--- config.mk ---
export PLATFORM = sky130hd
export DESIGN_NAME = rainbow_led_pattern_generator
export DESIGN_NICKNAME = d
export VERILOG_FILES = /design/src/design/rlpg_pkg.sv /design/src/design/rlpg_ctrl.sv /design/src/design/rlpg_datapath.sv /design/src/design/rainbow_led_pattern_generator.sv
export SDC_FILE = /design/constraint.sdc
export NUM_CORES = 1
export LEC_CHECK = 0
export BUFFER_PORTS_ARGS = -buffer_cell sky130_fd_sc_hd__buf_2
export CAP_MARGIN = 20
export CORE_ASPECT_RATIO = 2
export CORE_UTILIZATION = 50
export DETAILED_ROUTE_END_ITERATION = 12
export HOLD_SLACK_MARGIN = 0.12
export PLACE_DENSITY = 0.67
export SLEW_MARGIN = 10
export SYNTH_ARGS = -nofsm -noshare
export SYNTH_HDL_FRONTEND = slang
export SYNTH_SLANG_ARGS = --single-unit
--- constraint.sdc ---
create_clock -name clk -period 6.45 [get_ports clk]
set_input_delay 0.3225 -clock clk [delete_from_list [all_inputs] [get_ports clk]]
set_output_delay 0.3225 -clock clk [all_outputs]
set_load 0.01 [all_outputs]
--- src/design/rlpg_pkg.sv ---
package rlpg_pkg;

  localparam int COLOR_W   = 24;
  localparam int INDEX_W   = 6;
  localparam int CHAN_W    = 8;
  localparam int CFG_W     = 24;
  localparam int CFG_IDX_W = 2;
  localparam int CNT_CFG_W = 7;
  localparam int ROT_W     = 10;

  // Wheel spans 767 positions; rotation itself runs 0..767.
  localparam logic [ROT_W-1:0] WHEEL_LAST = 10'd766;
  localparam logic [ROT_W-1:0] ROT_MAX    = 10'd767;

  typedef enum logic [CFG_IDX_W-1:0] {
    REG_LIGHT_MODE   = 2'd0,
    REG_INTENSITY    = 2'd1,
    REG_STATIC_COLOR = 2'd2,
    REG_PIXEL_COUNT  = 2'd3
  } cfg_reg_t;

  typedef enum logic [1:0] {
    ST_IDLE = 2'b01,
    ST_RUN  = 2'b10
  } state_t;

  typedef struct packed {
    logic frame;   // tick word taken this cycle
    logic issue;   // push the current pixel into the pipe
  } ctrl_cmd_t;

  typedef struct packed {
    logic empty;   // frame length is zero
    logic last;    // current pixel is the final one
    logic adv;     // pipe moves this cycle
  } dp_sts_t;

  // floor(x / 255) for x up to 255*255, no divider needed
  function automatic logic [CHAN_W-1:0] div255(input logic [15:0] x);
    logic [16:0] t;
    t = 17'(x) + 17'(x[15:8]) + 17'd1;
    return t[15:8];
  endfunction

endpackage

--- src/design/rlpg_ctrl.sv ---
module rlpg_ctrl (
  input  logic               clk,
  input  logic               rst_n,
  input  logic               in_valid,
  input  logic               in_frame_tick,
  output logic               in_stall,
  input  rlpg_pkg::dp_sts_t  sts,
  output rlpg_pkg::ctrl_cmd_t cmd
);
  import rlpg_pkg::*;

  state_t state_r, state_nxt;
  logic   accept;

  assign in_stall  = (state_r != ST_IDLE);
  assign accept    = in_valid && !in_stall;
  assign cmd.frame = accept && in_frame_tick;
  assign cmd.issue = (state_r == ST_RUN);

  always_comb begin
    state_nxt = state_r;
    case (state_r)
      ST_IDLE: begin
        if (cmd.frame && !sts.empty) state_nxt = ST_RUN;
      end
      ST_RUN: begin
        if (sts.adv && sts.last) state_nxt = ST_IDLE;
      end
      default: state_nxt = ST_IDLE;
    endcase
  end

  always_ff @(posedge clk) begin
    if (!rst_n) state_r <= ST_IDLE;
    else        state_r <= state_nxt;
  end

endmodule

--- src/design/rlpg_datapath.sv ---
module rlpg_datapath #(
  parameter int MAX_PIXELS = 64
) (
  input  logic                          clk,
  input  logic                          rst_n,
  input  logic                          cfg_we,
  input  logic [rlpg_pkg::CFG_IDX_W-1:0] cfg_index,
  input  logic [rlpg_pkg::CFG_W-1:0]    cfg_wdata,
  input  rlpg_pkg::ctrl_cmd_t           cmd,
  output rlpg_pkg::dp_sts_t             sts,
  input  logic                          out_stall,
  output logic                          out_valid,
  output logic [rlpg_pkg::INDEX_W-1:0]  out_pixel_index,
  output logic [rlpg_pkg::COLOR_W-1:0]  out_pixel_color,
  output logic                          out_last_pixel
);
  import rlpg_pkg::*;

  localparam int IDX_W = (MAX_PIXELS > 1) ? $clog2(MAX_PIXELS) : 1;
  localparam int CNT_W = ($clog2(MAX_PIXELS + 1) > CNT_CFG_W) ?
                         $clog2(MAX_PIXELS + 1) : CNT_CFG_W;

  // config registers
  logic                 light_mode_r;
  logic [CHAN_W-1:0]    intensity_r;
  logic [COLOR_W-1:0]   static_color_r;
  logic [CNT_CFG_W-1:0] pixel_count_r;

  // issue stage
  logic [ROT_W-1:0] rot_r, rot_nxt;
  logic [ROT_W-1:0] pos_r, pos_nxt;
  logic [IDX_W-1:0] idx_r, idx_nxt;

  // multiply stage
  logic                s1_valid_r;
  logic [INDEX_W-1:0]  s1_idx_r;
  logic                s1_last_r;
  logic                s1_hi_r;
  logic                s1_mid_r;
  logic [15:0]         s1_pg_r;
  logic [15:0]         s1_ph_r;

  logic                out_valid_r;
  logic [INDEX_W-1:0]  out_idx_r;
  logic [COLOR_W-1:0]  out_color_r;
  logic                out_last_r;

  logic [CNT_W-1:0]       cnt_ext, n_pix;
  logic [IDX_W+INDEX_W-1:0] idx_wide;
  logic [CHAN_W-1:0]      p, p_inv, g, h;
  logic [COLOR_W-1:0]     color;
  logic                   en, push;

  assign en   = !out_valid_r || !out_stall;
  assign push = cmd.issue && en;

  assign cnt_ext = CNT_W'(pixel_count_r);
  assign n_pix   = (cnt_ext > CNT_W'(MAX_PIXELS)) ? CNT_W'(MAX_PIXELS) : cnt_ext;

  assign sts.empty = (n_pix == '0);
  assign sts.last  = (CNT_W'(idx_r) == n_pix - CNT_W'(1));
  assign sts.adv   = en;

  // config writes
  always_ff @(posedge clk) begin
    if (!rst_n) begin
      light_mode_r   <= 1'b0;
      intensity_r    <= 8'hFF;
      static_color_r <= 24'hFFFFFF;
      pixel_count_r  <= 7'd64;
    end else if (cfg_we) begin
      case (cfg_reg_t'(cfg_index))
        REG_LIGHT_MODE:   light_mode_r   <= cfg_wdata[0];
        REG_INTENSITY:    intensity_r    <= cfg_wdata[CHAN_W-1:0];
        REG_STATIC_COLOR: static_color_r <= cfg_wdata[COLOR_W-1:0];
        REG_PIXEL_COUNT:  pixel_count_r  <= cfg_wdata[CNT_CFG_W-1:0];
        default: ;
      endcase
    end
  end

  // rotation, wheel position, pixel counter
  always_comb begin
    rot_nxt = rot_r;
    pos_nxt = pos_r;
    idx_nxt = idx_r;
    if (cmd.frame) begin
      if (!light_mode_r) rot_nxt = (rot_r == ROT_MAX) ? '0 : rot_r + ROT_W'(1);
      pos_nxt = (rot_r == ROT_MAX) ? '0 : rot_r;
      idx_nxt = '0;
    end else if (push) begin
      pos_nxt = (pos_r == WHEEL_LAST) ? '0 : pos_r + ROT_W'(1);
      idx_nxt = idx_r + IDX_W'(1);
    end
  end

  always_ff @(posedge clk) begin
    if (!rst_n) begin
      rot_r <= '0;
      pos_r <= '0;
      idx_r <= '0;
    end else begin
      rot_r <= rot_nxt;
      pos_r <= pos_nxt;
      idx_r <= idx_nxt;
    end
  end

  // stage 1: two 8x8 products
  assign p        = pos_r[CHAN_W-1:0];
  assign p_inv    = 8'hFF - p;
  assign idx_wide = (IDX_W+INDEX_W)'(idx_r);

  always_ff @(posedge clk) begin
    if (!rst_n) s1_valid_r <= 1'b0;
    else if (en) s1_valid_r <= cmd.issue;
  end

  always_ff @(posedge clk) begin
    if (en) begin
      s1_idx_r  <= idx_wide[INDEX_W-1:0];
      s1_last_r <= sts.last;
      s1_hi_r   <= pos_r[9];
      s1_mid_r  <= pos_r[8];
      s1_pg_r   <= 16'(p) * 16'(intensity_r);
      s1_ph_r   <= 16'(p_inv) * 16'(intensity_r);
    end
  end

  // stage 2: scale and place on the wheel
  assign g = div255(s1_pg_r);
  assign h = div255(s1_ph_r);

  always_comb begin
    if (light_mode_r)  color = static_color_r;
    else if (s1_hi_r)  color = {h, 8'h00, g};
    else if (s1_mid_r) color = {g, h, 8'h00};
    else               color = {8'h00, g, h};
  end

  always_ff @(posedge clk) begin
    if (!rst_n) out_valid_r <= 1'b0;
    else if (en) out_valid_r <= s1_valid_r;
  end

  always_ff @(posedge clk) begin
    if (en) begin
      out_idx_r   <= s1_idx_r;
      out_color_r <= color;
      out_last_r  <= s1_last_r;
    end
  end

  assign out_valid       = out_valid_r;
  assign out_pixel_index = out_idx_r;
  assign out_pixel_color = out_color_r;
  assign out_last_pixel  = out_last_r;

endmodule

--- src/design/rainbow_led_pattern_generator.sv ---
// Rainbow LED pattern generator. Each frame_tick word produces one color
// word per pixel, pixel 0 first, with last_pixel set on the final one; a
// word with frame_tick low produces nothing. pixel_count (saturated at
// MAX_PIXELS) sets the frame length, and a count of zero gives no words.
// Rainbow mode walks the 767-step color wheel starting at the current
// rotation and advances the rotation by one per frame; static mode sends
// static_color everywhere and leaves the rotation alone. After the tick is
// taken, pixels enter a two-stage pipe (multiply, then scale and place) one
// per cycle while out_stall does not hold the output register. in_stall
// drops again once the last pixel has entered the pipe. The user must write
// config registers only while the block is quiet; the block itself does not
// enforce this.
module rainbow_led_pattern_generator #(
  parameter int MAX_PIXELS = 64
) (
  input  logic                          clk,
  input  logic                          rst_n,
  // tick channel
  input  logic                          in_valid,
  output logic                          in_stall,
  input  logic                          in_frame_tick,
  // pixel channel
  output logic                          out_valid,
  input  logic                          out_stall,
  output logic [rlpg_pkg::INDEX_W-1:0]  out_pixel_index,
  output logic [rlpg_pkg::COLOR_W-1:0]  out_pixel_color,
  output logic                          out_last_pixel,
  // register writes
  input  logic                          cfg_we,
  input  logic [rlpg_pkg::CFG_IDX_W-1:0] cfg_index,
  input  logic [rlpg_pkg::CFG_W-1:0]    cfg_wdata
);
  import rlpg_pkg::*;

  ctrl_cmd_t cmd;
  dp_sts_t   sts;

  // sequencer: idle / running a frame
  rlpg_ctrl u_ctrl (
    .clk           (clk),
    .rst_n         (rst_n),
    .in_valid      (in_valid),
    .in_frame_tick (in_frame_tick),
    .in_stall      (in_stall),
    .sts           (sts),
    .cmd           (cmd)
  );

  // registers, wheel position, color pipe
  rlpg_datapath #(
    .MAX_PIXELS (MAX_PIXELS)
  ) u_dp (
    .clk             (clk),
    .rst_n           (rst_n),
    .cfg_we          (cfg_we),
    .cfg_index       (cfg_index),
    .cfg_wdata       (cfg_wdata),
    .cmd             (cmd),
    .sts             (sts),
    .out_stall       (out_stall),
    .out_valid       (out_valid),
    .out_pixel_index (out_pixel_index),
    .out_pixel_color (out_pixel_color),
    .out_last_pixel  (out_last_pixel)
  );

endmodule

==> results.py, run 1 <==
metrics = {
    "outcome": {
        "outcome": "finished, final reports clean",
    },
    "route": {
        "drt-vias-per-instance": 5.465,
        "drc_errors": 0,
        "vias": 7946,
        "wl_met3_um": 698,
        "routedWlPerCell_um": 16.38,
        "first_iter_violations": 352,
        "routed-wl-met2_um": 13210,
        "highest_layer": "met4",
        "postRouteAntennaNets": 0,
        "totalWireLength_um": 23820,
        "wl_met1_um": 8843,
        "dr.pass1.iters": 5,
    },
    "worst_setup_path": {
        "cp_slowest_cell": "dfxtp_1",
        "crit_path_start_kind": "register",
        "rr_endpoint": "u_dp.s1_pg_r[15]",
        "r2r_cells": 16,
        "arrival_ns": 5.20,
        "required_ns": 6.62,
        "r2r_start": "u_dp.pos_r[2]",
        "max_stage_delay_ns": 0.83,
        "crit_type": "reg2reg",
        "path_cells": "nand2_1, fa_1, fa_1, inv_1, fa_1, inv_1, fa_1, inv_1, ha_1, o21a_1, o31a_1, o211ai_2, a21oi_1, a2111oi_4, a21oi_1, xnor2_1",
        "cp_common_cell": "fa_1",
        "r2r_setup_slack_ns": 1.42,
        "cp_max_fo": 22,
        "endpoint_kind": "register",
        "crit_end": "u_dp.s1_pg_r[15]",
        "crit_path_start": "u_dp.pos_r[2]",
    },
    "timing": {
        "fin_crit_ns": 5.025,
        "slew_headroom_pct": 33.56,
        "finalClockSkew_ns": 0.01125,
        "hold_violations": 0,
        "setup_slack_ns": 1.425,
        "worst_slew_pin_slew_ns": 0.9966,
        "finalSetupTns_ns": 0,
        "finalSetupViolCount": 0,
        "final.period_utilization_pct": 77.91,
        "slew_violations": 0,
        "grt_setup_unrepaired": "no",
        "fmax_mhz": 199.0,
    },
    "clock_network": {
        "cts_buffers": 17,
        "cts.clk_slew.worst_paths_ns": 0.06,
        "htree_levels": 4,
        "clock_latency_ns": 0.43,
        "cts_setup_buffers": 0,
        "cts_resized": 0,
        "root_buffer": "clkbuf_16",
        "clk_path_buf_depth": 2,
        "cts_tree": "done",
        "cts.sinks": 142,
        "cts_hold_buf": 12,
    },
    "power_and_ir_drop": {
        "power.leakage_nw": 5.469,
        "powerDensity_nw_per_um2": 334.5,
        "vdd_drop_max_uv": 303.1,
    },
    "synthesis": {
        "yosys_most_used_dff": "edfxtp_1",
        "syn-mean-instance-area_um2": 9.502,
        "synthesis.nets": 1310,
        "yosysSeqAreaShare_pct": 33.63,
        "synth-async-reset-ratio_pct": 0,
        "synth_cell_types": 62,
        "syn-instance-count": 1115,
        "syn-cell-area_um2": 10600,
        "yosys_warnings": 0,
        "ys_ff_latch": 142,
        "synth-edff-count": 72,
    },
    "die": {
        "die_area_um2": 21810,
        "pin_count": 65,
        "initial_core_util_pct": 50.86,
        "die_h_um": 207.9,
        "core-area_um2": 20830,
        "fp-row-count": 75,
        "die_x_um": 104.9,
    },
    "worst_hold_path": {
        "holdCritPathClass": "in2reg",
    },
    "global_route": {
        "grt_start_max_net_pins": 77,
        "grt_pass1_vias": 8096,
        "grt_pass1_wl_um": 39410,
        "grt_overflow_total": 0,
        "grt_use_total_pct": 23.10,
        "antenna_found_initial": 0,
    },
    "layout": {
        "diodes": 0,
        "area_growth_pct": 12.15,
        "layout.nets": 1367,
        "drive_gt1_share_pct": 10.30,
        "fill_cells": 1884,
        "seqCellArea_um2": 3563,
        "multiInputGateArea_um2": 6424,
    },
    "placed_design": {
        "pre_cts_ws_ns": 1.430,
        "place_congestion": 0.8582,
        "dpl.hpwl_um": 18100,
        "io_buffers": 64,
    },
    "run": {
        "drv_cap": 0,
    },
}
==> kinds of logic after synthesis <==
kind of cell	after synthesis	share of synthesized area, %
buf+inv	164	5.834
flops	142	33.63
simple gates	432	20.36
mux	10	0.9566
fa+ha+maj	163	24.35
compound gates	148	10.17
xor+xnor	56	4.700
==> report_power, final <==
group	internal [mW]	switching, mW
logic	0.748	0.939
clock network	0.646	0.386
registers	1.16	0.0925
==> how the worst min path moves through the flow <==
stage / start / endpoint / slack (ns) / cells past startpoint
after floorplan: u_dp.s1_last_r / u_dp.out_last_pixel / 0.40 / 0
after global placement: u_dp.s1_idx_r[2] / u_dp.out_pixel_index[2] / 0.40 / 0
after detailed placement: u_dp.s1_idx_r[3] / u_dp.out_pixel_index[3] / 0.41 / 0
after CTS: cfg_wdata[19] / u_dp.static_color_r[19] / 0.12 / 3
after global routing: cfg_wdata[9] / u_dp.static_color_r[9] / 0.13 / 3
final: cfg_wdata[9] / u_dp.static_color_r[9] / 0.13 / 3
==> stage by stage <==
stage	hold WS, ns	total power, mW	instance area (µm²)	std cells	utilization [%]
after floorplan	0.4003	2.552	10600	1115	-
after global placement	0.4013	2.921	11140	1410	53.49
after detailed placement	0.4115	2.961	11140	1410	53.49
after CTS	0.1236	4.010	11880	1454	57.04
after global routing	0.1331	4.279	11880	1454	57.04
final	0.1290	3.975	11880	1454	57.04
==> worst max-delay path: cells and delay by family, from the launching register on <==
kind	cells	cell delay (ns)
buffers and inverters	3	0.16
adders and majority gates	5	2.49
DFF	1	0.83
xor gates and xnor gates	1	0.14
and+or+nand+nor	1	0.14
AOI/OAI and AO/OA	6	0.99
==> placed cells by master, fill, tap and decap left out, types with 12 or more instances in the layout <==
master	count
a21oi_1	44
and2_1	58
buf_2	64
clkbuf_16	17
dfxtp_1	70
dlygate4sd3_1	12
edfxtp_1	72
fa_1	72
ha_1	91
inv_1	118
nand2_1	141
nand2b_1	15
nand3_1	48
nor2_1	54
nor2b_1	70
o211ai_1	12
o21ai_0	25
xnor2_1	35
xor2_1	20
==> cell usage after synthesis, types with 3 or more instances <==
library cell,number,area [µm²]
clkbuf_1,43,161.4
a221oi_1,4,35.03
and3_1,9,56.30
a21boi_0,4,30.03
xnor2_1,35,306.5
a21oi_2,4,35.03
nor2b_1,70,437.9
a221o_1,8,80.08
nand2_1,142,533.0
fa_1,72,1441
a22oi_1,4,30.03
nor3_1,9,45.04
o21ai_0,25,125.1
and2_1,58,362.9
mux2i_1,9,90.09
o31ai_1,3,22.52
o211ai_1,12,90.09
o31a_1,3,26.28
a21oi_1,44,220.2
edfxtp_1,72,2162
nand3_1,48,240.2
a21o_1,3,22.52
nand2b_1,15,93.84
o211ai_2,3,37.54
nand4_1,6,37.54
inv_1,118,442.9
nor4_1,5,31.28
o21a_1,7,52.55
nor2_1,55,206.5
ha_1,91,1139
o211a_1,4,40.04
dfxtp_1,70,1401
xor2_1,20,175.2
==> state kept, by name, summed over array words and instances (netlist names) <==
signal and count:
u_dp.out_pixel_color 24, u_dp.static_color_r 24, u_dp.s1_pg_r 16, u_dp.s1_ph_r 16
u_dp.pos_r 10, u_dp.rot_r 10, u_dp.intensity_r 8, u_dp.cnt_ext 7
u_dp.idx_r 6, u_dp.out_pixel_index 6, u_dp.s1_idx_r 6, u_ctrl.state_r 2
u_dp.light_mode_r 1, u_dp.out_last_pixel 1, u_dp.out_valid 1, u_dp.s1_hi_r 1
u_dp.s1_last_r 1, u_dp.s1_mid_r 1, u_dp.s1_valid_r 1
==> routing by layer <==
layer | track usage, % | vias up
met1 | 23.97 | 3859
met2 | 43.80 | 191
met4 | 13.21 | 0
met3 | 2.857 | 69
li1 | - | 3827
met5 | 0 | -
==> final cells by class <==
class	count	share of cell area, %
clock buffers	18	3.612
clock inverters	14	1.601
inverters	119	3.759
multi-input cells	809	54.06
flip-flops and latches	142	29.99
well taps	269	2.832
repair buffers	83	4.149
(Power assumes the default switching activity.)
==> inputs of run 2 (changes only) <==
--- a/config.mk
+++ b/config.mk
@@ -5,6 +5,7 @@
 export SDC_FILE = /design/constraint.sdc
 export NUM_CORES = 1
 export LEC_CHECK = 0
+export ABC_AREA = 1
 export BUFFER_PORTS_ARGS = -buffer_cell sky130_fd_sc_hd__buf_2
 export CAP_MARGIN = 20
 export CORE_ASPECT_RATIO = 2
==> constraint.sdc (replaced) <==
create_clock -name clk -period 5.17 [get_ports clk]
set_input_delay 0.2585 -clock clk [delete_from_list [all_inputs] [get_ports clk]]
set_output_delay 0.2585 -clock clk [all_outputs]
set_load 0.01 [all_outputs]
==> run 2 against run 1 <==
Core utilization rose by 0.47 points. Hold slack improved by 0.019 ns. Worst setup slack got worse by 0.98 ns. Design area rose by 4.5%. Sequential power rose by 37%. Clock power rose by 15%. Sequential share of layout area fell by 1.3 points. Clock skew rose by 0.00050 ns. Combinational power rose by 88%. Clock-buffer cell count rose by 3. Critical path depth fell by 2. Cell count rose by 19%.
==> results.py, run 2 <==
metrics = {
    "layout": {
        "post-route-util_pct": 57.51,
        "area_growth_pct": 12.50,
        "layout.nets": 1646,
        "layout_common_cells": "nand2_1, inv_1, nor2_1, ha_1, nand3_1",
        "diodes": 0,
        "layout_commonest_cell": "nand2_1",
        "drive_gt1_share_pct": 10.79,
    },
    "clock_network": {
        "htree_levels": 4,
        "cts_setup_buffers": 0,
        "cts_buffers": 17,
        "clk_path_buf_depth": 2,
        "cts_hold_buf": 23,
        "root_buffer": "clkbuf_16",
        "cts.sinks": 142,
        "clock_latency_ns": 0.44,
        "cts_tree": "done",
        "cts.clk_slew.worst_paths_ns": 0.07,
        "cts_resized": 0,
    },
    "synthesis": {
        "syn-instance-count": 1372,
        "yosysSeqAreaShare_pct": 32.29,
        "synth_cell_types": 54,
        "yosysTopAreaCellShare_pct": 19.59,
        "synth.most_common_cell": "nand2_1",
        "syn-cell-area_um2": 11030,
        "ys_ff_latch": 142,
        "syn-mean-instance-area_um2": 8.043,
        "synth_area_leader_cell": "edfxtp_1",
        "yosys_most_used_dff": "edfxtp_1",
        "synth-async-reset-ratio_pct": 0,
        "synth_commonest_cells": "nand2_1, inv_1, nor2_1",
        "synthesis.nets": 1567,
        "yosys_warnings": 0,
        "synth_area_leaders": "edfxtp_1, fa_1, dfxtp_1, nand2_1, ha_1",
        "synth-edff-count": 72,
    },
    "timing": {
        "grt_setup_unrepaired": "no",
        "whs_ns": 0.1485,
        "slew_violations": 0,
        "final.period_utilization_pct": 91.36,
        "finalSetupViolCount": 0,
        "finalClockSkew_ns": 0.01175,
        "worst_slew_pin_slew_ns": 1.031,
        "fmax_mhz": 211.7,
        "hold_violations": 0,
        "finalSetupTns_ns": 0,
        "slew_headroom_pct": 31.29,
        "fin_crit_ns": 4.723,
    },
    "die": {
        "fp-row-count": 76,
        "core-area_um2": 21590,
        "pin_count": 65,
        "die_area_um2": 22700,
        "initial_core_util_pct": 51.12,
        "die_x_um": 107.0,
        "die_h_um": 212.1,
    },
    "power_and_ir_drop": {
        "powerDensity_nw_per_um2": 487.6,
        "vdd_drop_max_uv": 422.5,
        "power.leakage_nw": 6.459,
    },
    "worst_hold_path": {
        "hp-start": "cfg_wdata[5]",
        "holdCritPathClass": "in2reg",
    },
    "global_route": {
        "grt_start_max_net_pins": 75,
        "antenna_found_initial": 0,
        "grt_pass1_wl_um": 43860,
        "grt_overflow_total": 0,
        "grt_use_total_pct": 25.31,
        "grt_pass1_vias": 9160,
    },
    "worst_setup_path": {
        "r2r_start": "u_dp.pos_r[3]",
        "crit_path_start": "u_dp.pos_r[3]",
        "crit_type": "reg2reg",
        "crit_end": "u_dp.s1_pg_r[12]",
        "r2r_setup_slack_ns": 0.45,
        "rr_endpoint": "u_dp.s1_pg_r[12]",
        "crit_path_start_kind": "register",
        "required_ns": 5.36,
        "arrival_ns": 4.91,
        "endpoint_kind": "register",
        "cp_max_fo": 18,
        "r2r_cells": 14,
    },
    "route": {
        "drc_errors": 0,
        "totalWireLength_um": 27380,
        "drt-vias-per-instance": 5.269,
        "first_iter_violations": 392,
        "vias": 9152,
        "dr.pass1.iters": 6,
        "postRouteAntennaNets": 0,
        "routedWlPerCell_um": 15.76,
    },
    "placed_design": {
        "place_congestion": 0.9491,
        "io_buffers": 64,
        "dpl.hpwl_um": 21310,
    },
    "run": {
        "drv_cap": 0,
    },
    "outcome": {
        "outcome": "finished, final reports clean",
    },
}
run 2: cell types whose count changed in the layout (fill, tap and decap cells not counted), sizes merged, moves of 15 or more:
| cell | change |
|---|---|
| nand2 | +195 |
| inv | +125 |
| nor2 | +81 |
| nor2b | -70 |
| and2 | -57 |
| nand3 | +43 |
| xnor2 | -27 |
| o21ai | +22 |
| nand2b | -15 |
run 2: worst min path at each step:
stage                                          to  slack, ns  depth (start not counted)
after global routing       u_dp.static_color_r[5]       0.14                          3
after CTS                  u_dp.static_color_r[5]       0.12                          3
final                      u_dp.static_color_r[5]       0.15                          3
after detailed placement      u_dp.out_last_pixel       0.41                          0
after global placement    u_dp.out_pixel_index[2]       0.40                          0
after floorplan           u_dp.static_color_r[20]       0.38                          2
run 2: kinds of logic after synthesis:
logic type,Yosys count,share of synthesized area [%]
AOI/OAI and AO/OA,138,7.246
xor gates and xnor gates,40,3.175
adders and majority gates,163,23.38
buffers and inverters,289,10.24
DFF,142,32.29
and+or+nand+nor,600,23.66
run 2: worst max-delay path: stages, from the launching register on:
cell	delay, ns
dfxtp_1	0.80
nand2_1	0.17
fa_1	0.54
fa_1	0.51
inv_1	0.06
fa_1	0.54
inv_1	0.06
fa_1	0.52
inv_1	0.04
ha_1	0.34
a21oi_1	0.19
a21boi_1	0.26
o21ai_0	0.15
a31oi_1	0.19
xnor2_1	0.08
run 2: metrics by stage:
step | std cells | total power, mW | setup WS [ns] | instance area (µm²)
4_1_cts | 1736 | 6.080 | 0.4640 | 12400
5_1_grt | 1737 | 6.597 | 0.09299 | 12410
6_report | 1737 | 6.053 | 0.4466 | 12410
3_5_place_dp | 1681 | 4.871 | 0.4752 | 11610
3_3_place_gp | 1681 | 4.808 | 0.5830 | 11610
2_1_floorplan | 1372 | 4.059 | 0.7752 | 11030
run 2: per-layer routing:
metal	share of wire (%)	global-route usage [%]	routed length, µm	vias up
li1	-	-	-	4483
met1	36	24.63	9807	4329
met2	55	48.54	15120	249
met3	2.9	3.342	790	91
met4	6.1	16.63	1661	0
met5	0	0	0	-
run 2: final cells by class:
class                      instances  area, µm²
clock buffer                      21      450.4
clock inverter                    11      108.9
fill                            1964       9173
inverter                         246      925.9
multi-input combinational        941       6349
sequential                       142       3563
tap                              273      341.6
timing repair buffer             103      674.4
run 2: power by group:
group          leakage, nW  internal [mW]  switching [mW]
sequential            1.39           1.56           0.144
combinational         4.80           1.23            1.94
clock                0.274          0.678           0.497
